[src/rtl/coc_pkg.sv]
// ----------------------------------------------------------------------------
// coc_pkg: shared types and constants for the cursor overlay compositor
// Pointer art, hotspots, pixel colors, register indexes and field widths.
// ----------------------------------------------------------------------------
package coc_pkg;

   localparam int COORD_BITS_DEF = 12;   // default pixel coordinate width
   localparam int SIZE_BITS      = 12;   // screen size register width
   localparam int POS_BITS       = 16;   // signed cursor position register
   localparam int ORG_BITS       = POS_BITS + 1;  // window origin, signed
   localparam int PIX_BITS       = 16;
   localparam int CURSOR_SIDE    = 16;
   localparam int SIDE_BITS      = $clog2(CURSOR_SIDE);
   localparam int SHAPE_ROWS     = 2 * CURSOR_SIDE;
   localparam int ROW_IDX_BITS   = $clog2(SHAPE_ROWS);
   localparam int HOT_BITS       = 3;

   localparam int CSR_IDX_BITS   = 3;
   localparam int CSR_DATA_BITS  = 16;

   localparam logic [HOT_BITS-1:0]  HOT_ARROW     = 3'd0;
   localparam logic [HOT_BITS-1:0]  HOT_HOURGLASS = 3'd7;

   localparam logic [PIX_BITS-1:0]  PIX_WHITE = 16'hFFFF;
   localparam logic [PIX_BITS-1:0]  PIX_BLACK = 16'h0000;

   localparam logic [SIZE_BITS-1:0] RESET_SCREEN_W = 12'd320;
   localparam logic [SIZE_BITS-1:0] RESET_SCREEN_H = 12'd240;

   typedef enum logic [CSR_IDX_BITS-1:0] {
      REG_CURSOR_X      = 3'd0,
      REG_CURSOR_Y      = 3'd1,
      REG_SCREEN_WIDTH  = 3'd2,
      REG_SCREEN_HEIGHT = 3'd3,
      REG_SHAPE_SELECT  = 3'd4,
      REG_CURSOR_ENABLE = 3'd5
   } coc_reg_idx_type;

   // Rows 0..15 arrow, 16..31 hourglass; bit c is shape column c.
   localparam logic [CURSOR_SIDE-1:0] OPAQUE_ROWS [0:SHAPE_ROWS-1] = '{
      16'h0001, 16'h0003, 16'h0007, 16'h000F, 16'h001F, 16'h003F, 16'h007F, 16'h00FF,
      16'h01FF, 16'h03FF, 16'h07FF, 16'h007F, 16'h00F7, 16'h01E3, 16'h03C1, 16'h0180,
      16'h0FFC, 16'h0FFC, 16'h0FFC, 16'h0FFC, 16'h07F8, 16'h03F0, 16'h01E0, 16'h01E0,
      16'h01E0, 16'h03F0, 16'h07F8, 16'h0FFC, 16'h0FFC, 16'h0FFC, 16'h0000, 16'h0000
   };

   localparam logic [CURSOR_SIDE-1:0] WHITE_ROWS [0:SHAPE_ROWS-1] = '{
      16'h0000, 16'h0000, 16'h0002, 16'h0006, 16'h000E, 16'h001E, 16'h003E, 16'h007E,
      16'h00FE, 16'h01FE, 16'h003E, 16'h0036, 16'h0062, 16'h00C0, 16'h0180, 16'h0000,
      16'h0000, 16'h07F8, 16'h07F8, 16'h0408, 16'h03F0, 16'h01E0, 16'h00C0, 16'h00C0,
      16'h00C0, 16'h0120, 16'h0210, 16'h0408, 16'h0408, 16'h0000, 16'h0000, 16'h0000
   };

endpackage

[src/rtl/coc_if.sv]
// ----------------------------------------------------------------------------
// coc_if: request and response channels of the cursor overlay compositor
// Valid/ready channels; a request moves when valid and ready are both high.
// ----------------------------------------------------------------------------
interface coc_req_if #(
   parameter int COORD_BITS = coc_pkg::COORD_BITS_DEF
);
   logic                          valid;
   logic                          ready;
   logic [COORD_BITS-1:0]         pixel_col;
   logic [COORD_BITS-1:0]         pixel_row;
   logic [coc_pkg::PIX_BITS-1:0]  background;

   modport source (output valid, output pixel_col, output pixel_row,
                   output background, input ready);
   modport sink   (input valid, input pixel_col, input pixel_row,
                   input background, output ready);
endinterface

interface coc_rsp_if;
   logic                          valid;
   logic                          ready;
   logic [coc_pkg::PIX_BITS-1:0]  pixel_out;
   logic                          covered;

   modport source (output valid, output pixel_out, output covered, input ready);
   modport sink   (input valid, input pixel_out, input covered, output ready);
endinterface

[src/rtl/coc_origin.sv]
// ----------------------------------------------------------------------------
// coc_origin: pointer window origin along one axis
// Clamps the requested position onto the screen, subtracts the hotspot and
// registers the result.
// ----------------------------------------------------------------------------
module coc_origin #(
   parameter int COORD_BITS = coc_pkg::COORD_BITS_DEF
) (
   input  logic                                 clock,
   input  logic signed [coc_pkg::POS_BITS-1:0]  pos,
   input  logic [COORD_BITS-1:0]                size,
   input  logic [coc_pkg::HOT_BITS-1:0]         hot,
   output logic signed [coc_pkg::ORG_BITS-1:0]  org_ff
);
   import coc_pkg::*;

   logic [POS_BITS-1:0]        size_ext;
   logic                       over;
   logic [POS_BITS-1:0]        clamped;
   logic signed [ORG_BITS-1:0] org_in;

   assign size_ext = {{(POS_BITS-COORD_BITS){1'b0}}, size};
   // position is nonnegative here whenever over matters
   assign over     = (|size) && (pos[POS_BITS-2:0] >= size_ext[POS_BITS-2:0]);

   always_comb begin
      if (pos[POS_BITS-1]) begin
         clamped = '0;
      end else if (over) begin
         clamped = size_ext - POS_BITS'(1);
      end else begin
         clamped = pos;
      end
      org_in = $signed({1'b0, clamped}) - $signed({{(ORG_BITS-HOT_BITS){1'b0}}, hot});
   end

   always_ff @(posedge clock) begin
      org_ff <= org_in;
   end

endmodule

[src/rtl/cursor_overlay_compositor.sv]
// ----------------------------------------------------------------------------
// cursor_overlay_compositor: 16x16 hardware pointer over a pixel stream
// Three-stage pipeline that replaces background pixels under the pointer.
// ----------------------------------------------------------------------------
// Takes one pixel request per clock and returns one result per request, in
// order (stage 1 holds the pixel, stage 2 does the window test, stage 3
// reads the mask and is the output register). With the response side ready,
// throughput is one pixel per cycle with no gaps; a stall there backs up
// through the stages without dropping anything, and empty stages fill while
// the output waits. Registers must be written through the csr_ port only
// while no request is in flight; the block does not enforce it. The clamped
// window origin is recomputed after a write, before any new request reaches
// it. Pointer art is built in: shape 0 is an arrow (hotspot 0,0), shape 1 an
// hourglass (hotspot 7,7). A screen size of zero lifts that edge's clamp.
// ----------------------------------------------------------------------------
module cursor_overlay_compositor #(
   parameter int COORD_BITS = coc_pkg::COORD_BITS_DEF
) (
   input  logic                                clock,
   input  logic                                reset,
   coc_req_if.sink                             req_ch,
   coc_rsp_if.source                           rsp_ch,
   input  logic                                csr_wr_en,
   input  logic [coc_pkg::CSR_IDX_BITS-1:0]    csr_index,
   input  logic [coc_pkg::CSR_DATA_BITS-1:0]   csr_wdata
);
   import coc_pkg::*;

   localparam int D_W = ORG_BITS + 1;   // column minus origin, signed

   // ---- configuration registers ----
   logic signed [POS_BITS-1:0] cursor_x_ff, cursor_y_ff;
   logic [SIZE_BITS-1:0]       screen_w_ff, screen_h_ff;
   logic                       shape_sel_ff, cursor_en_ff;

   always_ff @(posedge clock) begin
      if (reset) begin
         cursor_x_ff  <= '0;
         cursor_y_ff  <= '0;
         screen_w_ff  <= RESET_SCREEN_W;
         screen_h_ff  <= RESET_SCREEN_H;
         shape_sel_ff <= 1'b0;
         cursor_en_ff <= 1'b0;
      end else if (csr_wr_en) begin
         case (coc_reg_idx_type'(csr_index))
            REG_CURSOR_X:      cursor_x_ff  <= $signed(csr_wdata[POS_BITS-1:0]);
            REG_CURSOR_Y:      cursor_y_ff  <= $signed(csr_wdata[POS_BITS-1:0]);
            REG_SCREEN_WIDTH:  screen_w_ff  <= csr_wdata[SIZE_BITS-1:0];
            REG_SCREEN_HEIGHT: screen_h_ff  <= csr_wdata[SIZE_BITS-1:0];
            REG_SHAPE_SELECT:  shape_sel_ff <= csr_wdata[0];
            REG_CURSOR_ENABLE: cursor_en_ff <= csr_wdata[0];
            default: ;  // unused index, write dropped
         endcase
      end
   end

   // ---- window origin (screen size seen through COORD_BITS) ----
   logic [COORD_BITS-1:0]      size_w, size_h;
   logic [HOT_BITS-1:0]        hot;
   logic signed [ORG_BITS-1:0] org_x_ff, org_y_ff;

   for (genvar g = 0; g < COORD_BITS; g++) begin : g_size
      if (g < SIZE_BITS) begin : g_bit
         assign size_w[g] = screen_w_ff[g];
         assign size_h[g] = screen_h_ff[g];
      end else begin : g_pad
         assign size_w[g] = 1'b0;
         assign size_h[g] = 1'b0;
      end
   end

   assign hot = shape_sel_ff ? HOT_HOURGLASS : HOT_ARROW;

   coc_origin #(.COORD_BITS(COORD_BITS)) u_org_x (
      .clock  (clock),
      .pos    (cursor_x_ff),
      .size   (size_w),
      .hot    (hot),
      .org_ff (org_x_ff)
   );

   coc_origin #(.COORD_BITS(COORD_BITS)) u_org_y (
      .clock  (clock),
      .pos    (cursor_y_ff),
      .size   (size_h),
      .hot    (hot),
      .org_ff (org_y_ff)
   );

   // ---- pipeline flow control: a stage loads when empty or draining ----
   logic s1_v_ff, s2_v_ff, s3_v_ff;
   logic s1_v_in, s2_v_in, s3_v_in;
   logic s1_ready, s2_ready, s3_ready;

   assign s3_ready     = !s3_v_ff || rsp_ch.ready;
   assign s2_ready     = !s2_v_ff || s3_ready;
   assign s1_ready     = !s1_v_ff || s2_ready;
   assign req_ch.ready = s1_ready;

   // ---- stage 1: captured request ----
   logic [COORD_BITS-1:0] s1_col_ff, s1_col_in;
   logic [COORD_BITS-1:0] s1_row_ff, s1_row_in;
   logic [PIX_BITS-1:0]   s1_bg_ff,  s1_bg_in;

   always_comb begin
      s1_v_in   = s1_v_ff;
      s1_col_in = s1_col_ff;
      s1_row_in = s1_row_ff;
      s1_bg_in  = s1_bg_ff;
      if (s1_ready) begin
         s1_v_in   = req_ch.valid;
         s1_col_in = req_ch.pixel_col;
         s1_row_in = req_ch.pixel_row;
         s1_bg_in  = req_ch.background;
      end
   end

   // ---- stage 2: offset into the pointer window ----
   logic signed [D_W-1:0] dx, dy;
   logic                  s2_hit_ff, s2_hit_in;
   logic [SIDE_BITS-1:0]  s2_dx_ff,  s2_dx_in;
   logic [SIDE_BITS-1:0]  s2_dy_ff,  s2_dy_in;
   logic [PIX_BITS-1:0]   s2_bg_ff,  s2_bg_in;

   assign dx = $signed({{(D_W-COORD_BITS){1'b0}}, s1_col_ff}) - {org_x_ff[ORG_BITS-1], org_x_ff};
   assign dy = $signed({{(D_W-COORD_BITS){1'b0}}, s1_row_ff}) - {org_y_ff[ORG_BITS-1], org_y_ff};

   always_comb begin
      s2_v_in   = s2_v_ff;
      s2_hit_in = s2_hit_ff;
      s2_dx_in  = s2_dx_ff;
      s2_dy_in  = s2_dy_ff;
      s2_bg_in  = s2_bg_ff;
      if (s2_ready) begin
         s2_v_in   = s1_v_ff;
         // inside the window: offset in [0, CURSOR_SIDE) on both axes
         s2_hit_in = cursor_en_ff && (dx[D_W-1:SIDE_BITS] == '0)
                                  && (dy[D_W-1:SIDE_BITS] == '0);
         s2_dx_in  = dx[SIDE_BITS-1:0];
         s2_dy_in  = dy[SIDE_BITS-1:0];
         s2_bg_in  = s1_bg_ff;
      end
   end

   // ---- stage 3: mask lookup, output register ----
   logic [ROW_IDX_BITS-1:0] row_idx;
   logic                    op_bit, wh_bit;
   logic                    s3_cov_ff, s3_cov_in;
   logic [PIX_BITS-1:0]     s3_pix_ff, s3_pix_in;

   assign row_idx = {shape_sel_ff, s2_dy_ff};
   assign op_bit  = OPAQUE_ROWS[row_idx][s2_dx_ff];
   assign wh_bit  = WHITE_ROWS[row_idx][s2_dx_ff];

   always_comb begin
      s3_v_in   = s3_v_ff;
      s3_cov_in = s3_cov_ff;
      s3_pix_in = s3_pix_ff;
      if (s3_ready) begin
         s3_v_in   = s2_v_ff;
         s3_cov_in = s2_hit_ff && op_bit;
         if (s2_hit_ff && op_bit) begin
            s3_pix_in = wh_bit ? PIX_WHITE : PIX_BLACK;
         end else begin
            s3_pix_in = s2_bg_ff;
         end
      end
   end

   always_ff @(posedge clock) begin
      if (reset) begin
         s1_v_ff <= 1'b0;
         s2_v_ff <= 1'b0;
         s3_v_ff <= 1'b0;
      end else begin
         s1_v_ff <= s1_v_in;
         s2_v_ff <= s2_v_in;
         s3_v_ff <= s3_v_in;
      end
      s1_col_ff <= s1_col_in;
      s1_row_ff <= s1_row_in;
      s1_bg_ff  <= s1_bg_in;
      s2_hit_ff <= s2_hit_in;
      s2_dx_ff  <= s2_dx_in;
      s2_dy_ff  <= s2_dy_in;
      s2_bg_ff  <= s2_bg_in;
      s3_cov_ff <= s3_cov_in;
      s3_pix_ff <= s3_pix_in;
   end

   assign rsp_ch.valid     = s3_v_ff;
   assign rsp_ch.pixel_out = s3_pix_ff;
   assign rsp_ch.covered   = s3_cov_ff;

`ifndef NO_ASSERTIONS
   // drawn pixels are pure white or pure black
   a_cov_color: assert property (@(posedge clock) disable iff (reset)
      (s3_v_ff && s3_cov_ff) |-> (s3_pix_ff == PIX_WHITE || s3_pix_ff == PIX_BLACK))
      else $error("covered pixel is neither white nor black");

   // full pipeline behind a stalled output refuses new requests
   a_full_stall: assert property (@(posedge clock) disable iff (reset)
      (s1_v_ff && s2_v_ff && s3_v_ff && !rsp_ch.ready) |-> !req_ch.ready)
      else $error("request taken while pipeline full and stalled");

   // a waiting stage 2 result moves up as the output drains
   a_refill: assert property (@(posedge clock) disable iff (reset)
      (s3_v_ff && rsp_ch.ready && s2_v_ff) |=> s3_v_ff)
      else $error("output bubble while stage 2 held a request");

   // origin never sits further left or up than the largest hotspot allows
   a_org_range: assert property (@(posedge clock) disable iff (reset)
      1'b1 |=> ((!org_x_ff[ORG_BITS-1] || org_x_ff[ORG_BITS-2:HOT_BITS] == '1) &&
                (!org_y_ff[ORG_BITS-1] || org_y_ff[ORG_BITS-2:HOT_BITS] == '1)))
      else $error("window origin out of range");
`endif

endmodule
[src/flat_wrapper.sv]
// flat-port wrapper written by rule: the top's interface ports become plain ports
module cursor_overlay_compositor_flat import coc_pkg::*;
#(
   parameter int COORD_BITS = coc_pkg::COORD_BITS_DEF
)
  (clock, reset, csr_wr_en, csr_index, csr_wdata, req_ch_valid, req_ch_pixel_col, req_ch_pixel_row, req_ch_background, req_ch_ready, rsp_ch_valid, rsp_ch_pixel_out, rsp_ch_covered, rsp_ch_ready);
  coc_req_if #(.COORD_BITS(COORD_BITS)) req_ch_i ();
  coc_rsp_if rsp_ch_i ();
  input  logic clock;
  input  logic reset;
  input  logic csr_wr_en;
  input  logic [coc_pkg::CSR_IDX_BITS-1:0] csr_index;
  input  logic [coc_pkg::CSR_DATA_BITS-1:0] csr_wdata;
  input wire logic [$bits(req_ch_i.valid)-1:0] req_ch_valid;
  input wire logic [$bits(req_ch_i.pixel_col)-1:0] req_ch_pixel_col;
  input wire logic [$bits(req_ch_i.pixel_row)-1:0] req_ch_pixel_row;
  input wire logic [$bits(req_ch_i.background)-1:0] req_ch_background;
  output wire logic [$bits(req_ch_i.ready)-1:0] req_ch_ready;
  output wire logic [$bits(rsp_ch_i.valid)-1:0] rsp_ch_valid;
  output wire logic [$bits(rsp_ch_i.pixel_out)-1:0] rsp_ch_pixel_out;
  output wire logic [$bits(rsp_ch_i.covered)-1:0] rsp_ch_covered;
  input wire logic [$bits(rsp_ch_i.ready)-1:0] rsp_ch_ready;
  assign req_ch_i.valid = req_ch_valid;
  assign req_ch_i.pixel_col = req_ch_pixel_col;
  assign req_ch_i.pixel_row = req_ch_pixel_row;
  assign req_ch_i.background = req_ch_background;
  assign req_ch_ready = req_ch_i.ready;
  assign rsp_ch_valid = rsp_ch_i.valid;
  assign rsp_ch_pixel_out = rsp_ch_i.pixel_out;
  assign rsp_ch_covered = rsp_ch_i.covered;
  assign rsp_ch_i.ready = rsp_ch_ready;
  cursor_overlay_compositor #(.COORD_BITS(COORD_BITS)) u_core (.clock(clock), .reset(reset), .req_ch(req_ch_i), .rsp_ch(rsp_ch_i), .csr_wr_en(csr_wr_en), .csr_index(csr_index), .csr_wdata(csr_wdata));
endmodule
[config.mk]
export PLATFORM = sky130hd
export DESIGN_NAME = cursor_overlay_compositor_flat
export DESIGN_NICKNAME = d
export VERILOG_FILES = /design/src/rtl/coc_pkg.sv /design/src/rtl/coc_if.sv /design/src/rtl/coc_origin.sv /design/src/rtl/cursor_overlay_compositor.sv /design/src/flat_wrapper.sv
export SDC_FILE = /design/constraint.sdc
export NUM_CORES = 1
export LEC_CHECK = 0
export ABC_AREA = 1
export BUFFER_PORTS_ARGS = -buffer_cell sky130_fd_sc_hd__buf_2
export CORE_MARGIN = 2
export CORE_UTILIZATION = 40
export CTS_BUF_LIST = sky130_fd_sc_hd__clkbuf_16
export DETAILED_ROUTE_END_ITERATION = 10
export PLACE_DENSITY = 0.59
export REMOVE_ABC_BUFFERS = 1
export SYNTH_ARGS = -nofsm -noshare
export SYNTH_HDL_FRONTEND = slang
export SYNTH_SLANG_ARGS = --single-unit
[constraint.sdc]
create_clock -name clock -period 3.3 [get_ports clock]
set_input_delay 0.165 -clock clock [delete_from_list [all_inputs] [get_ports clock]]
set_output_delay 0.165 -clock clock [all_outputs]
set_load 0.01 [all_outputs]
==> impl_metrics.json <==
{
  "status": "completed",
  "arrival_ns": 3.36,
  "track_usage_pct": 18.62,
  "pre_cts_slack_ns": 0.1098,
  "cts.sinks": 177,
  "drtIter0Drc": 681,
  "clk_pin_slew_ns": 0.08,
  "design_area_um2": 12390,
  "worst-slew-pin-transition_ns": 1.062,
  "critical_path_class": "reg -> reg",
  "cts_tree": "yes",
  "wl_per_cell_um": 13.66,
  "area_delta_synth_final_pct": 18.78,
  "startpoint_type": "flip-flop",
  "die_w_um": 165.5,
  "dr.pass1.iters": 6,
  "clockRootBuffer": "clkbuf_16",
  "top_usage_layer": "met2",
  "clock_latency_ns": 0.44,
  "htree_levels": 4,
  "dp_hpwl_um": 18680,
  "drive_gt1_share_pct": 15.57,
  "initial_core_util_pct": 40.38,
  "yosysWarnings": 0,
  "peakVddDrop_mv": 0.3123,
  "insertedDiodeCount": 0,
  "avgViaCountPerCell": 4.866,
  "cts_buffers": 17,
  "finalNetCount": 1589,
  "ys_types": 49,
  "portBuffers": 82,
  "final_common_cell": "nand2_1",
  "ff2ff_setup_slack_ns": 0.26,
  "hold_violations": 0,
  "met3_usage_pct": 2.722,
  "whs_ns": 0.01005,
  "fmax_mhz": 329.1,
  "fin_ws_ns": 0.2617,
  "core-area_um2": 25840,
  "synth_edf_count": 82,
  "final_cell_mix": "nand2_1, inv_1, nor2_1, dfxtp_1",
  "io_pins": 83,
  "placementRows": 59,
  "timing.final.crit_share_pct": 92.07,
  "grt_start_max_net_pins": 53,
  "max-cap-violations": 0,
  "gp_congestion": 0.8725,
  "grt-ovfl-total": 0,
  "route.detailed.drc": 0,
  "placed_cells": 1725,
  "p_per_area_nw_per_um2": 602.7,
  "grt_pass1_vias": 8272,
  "postRouteAntennaNets": 0,
  "critPathRequiredTime_ns": 3.62,
  "routed_wl_um": 24670,
  "rsz0062_at_grt": "no",
  "async_flop_share_pct": 0,
  "fillerInstances": 2591,
  "finClkSkew_ns": 0.01458,
  "ys_ff_latch": 177,
  "worstHoldPathType": "in -> reg",
  "yosysSeqAreaShare_pct": 41.83,
  "stdcell_count": 1806,
  "grt_pass1_wl_um": 39970,
  "regArea_um2": 4370,
  "dieArea_um2": 27390,
  "postPlaceCellArea_um2": 11220,
  "num_vias": 8788,
  "antenna_found_initial": 0,
  "setup-tns-final_ns": 0,
  "crit_path_end_kind": "flip-flop",
  "synthesis.area_um2": 10430,
  "synth_cells": 1320,
  "clk_path_buf_depth": 2,
  "synthFlopType": "dfxtp_1",
  "grt_use_met2_pct": 32.16,
  "multi_input_area_um2": 5234,
  "die_h_um": 165.5,
  "cellLeakagePower_nw": 5.903,
  "gr-usage-met1_pct": 23.90,
  "drv_slew": 0,
  "final-setup-viol-count": 0,
  "relSlewSlack_pct": 28.92,
  "cp_max_fo": 15,
  "fin_crit_ns": 3.038,
  "avgSynthCellArea_um2": 7.903
}
==> metrics by stage <==
stage | util [%] | total power, W
5_1_grt | 47.96 | 0.008029
2_1_floorplan | - | 0.004698
4_1_cts | 47.41 | 0.007470
3_3_place_gp | 43.44 | 0.005324
6_report | 47.96 | 0.007469
3_5_place_dp | 43.44 | 0.005338
==> cell families (layout without fill, tap and decap cells) <==
logic type	Yosys count	after routing	share of synthesized area, %
XOR/XNOR	37	37	3.106
AND/OR/NAND/NOR	604	604	27.36
buffers and inverters	231	382	8.779
AO/OA/AOI/OAI	204	204	10.60
flip-flops	177	177	41.83
adder cells (fa/ha/maj)	67	67	8.323
==> layout make-up <==
class | count | area share, %
Multi-Input combinational cell | 912 | 42.24
Sequential cell | 177 | 35.27
Timing Repair Buffer | 145 | 8.007
Inverter | 205 | 6.210
Clock buffer | 17 | 3.433
Tap cell | 335 | 3.382
Clock inverter | 15 | 1.464
==> metal layers <==
metal	part of all wire (%)	routed length, um
met2	47	11640
met5	0	0
met4	1.7	412
met1	47	11600
met3	4.2	1025
==> cell usage after synthesis, drive strengths merged (6+ instances only) <==
library cell    n  area [um2]
nand2         307        1245
inv           203       762.0
nor2          140       621.9
nand3         108       645.6
dfxtp          95        1902
a21oi          92       468.0
edfxtp         82        2462
o21ai          80       400.4
ha             63       788.3
nand4          27       198.9
xor2           24       210.2
clkbuf         16       60.06
xnor2          13       113.9
buf            10       86.33
nor3            9       45.04
nand3b          7       52.55
a31oi           6       37.54
==> critical path: stages, from the launching register on <==
cell and delay, ns:
dfxtp_1 0.33, inv_1 0.08, ha_1 0.32, a21o_1 0.19, nor2_1 0.13, nand2_1 0.06
nand2_1 0.10, nand2_4 0.09, nand2_8 0.11, inv_2 0.07, o21ai_0 0.15, a21oi_1 0.08
ha_1 0.37, nand2_1 0.08, nor2_1 0.04, a211oi_2 0.26, nand3_2 0.15, buf_4 0.17
xor2_1 0.14
==> what timing repair did <==
item                                    CTS  global route
endpoints found under the setup margin    0            25
resized for setup                         0            23
hold buffers                             42             0
hold endpoints to repair                 42             0
setup buffers                             0             7
==> registers in the layout, indices dropped and copies added (netlist names) <==
signal                   flops
u_core.u_org_x.org_ff       17
u_core.cursor_en_ff          1
u_core.cursor_y_ff          16
u_core.cursor_x_ff          16
u_core.s2_dy_ff              4
u_core.screen_h_ff          12
u_core.screen_w_ff          12
u_core.s2_dx_ff              4
u_core.s1_bg_ff             16
u_core.s2_bg_ff             16
u_core.s1_v_ff               1
u_core.s1_row_ff            12
u_core.rsp_ch.pixel_out     16
u_core.shape_sel_ff          1
u_core.rsp_ch.covered        1
u_core.s2_hit_ff             1
u_core.rsp_ch.valid          1
u_core.s2_v_ff               1
u_core.s1_col_ff            12
u_core.u_org_y.org_ff       17
==> worst paths after layout <==
kind / endpoint / cells past startpoint / start
min: u_core.cursor_x_ff[14] / 3 / csr_wdata[14]
min reg2reg: u_core.s2_bg_ff[15] / 0 / u_core.s1_bg_ff[15]
max: u_core.u_org_x.org_ff[5] / 18 / u_core.screen_w_ff[6]
max reg2reg: u_core.u_org_x.org_ff[5] / 18 / u_core.screen_w_ff[6]
==> where the power goes <==
part / switching (W) / internal [W]
combinational: 0.00167 / 0.00100
sequential: 0.000182 / 0.00255
clock: 0.00103 / 0.00104
total: 0.00288 / 0.00459
(Power assumes the default switching activity.)
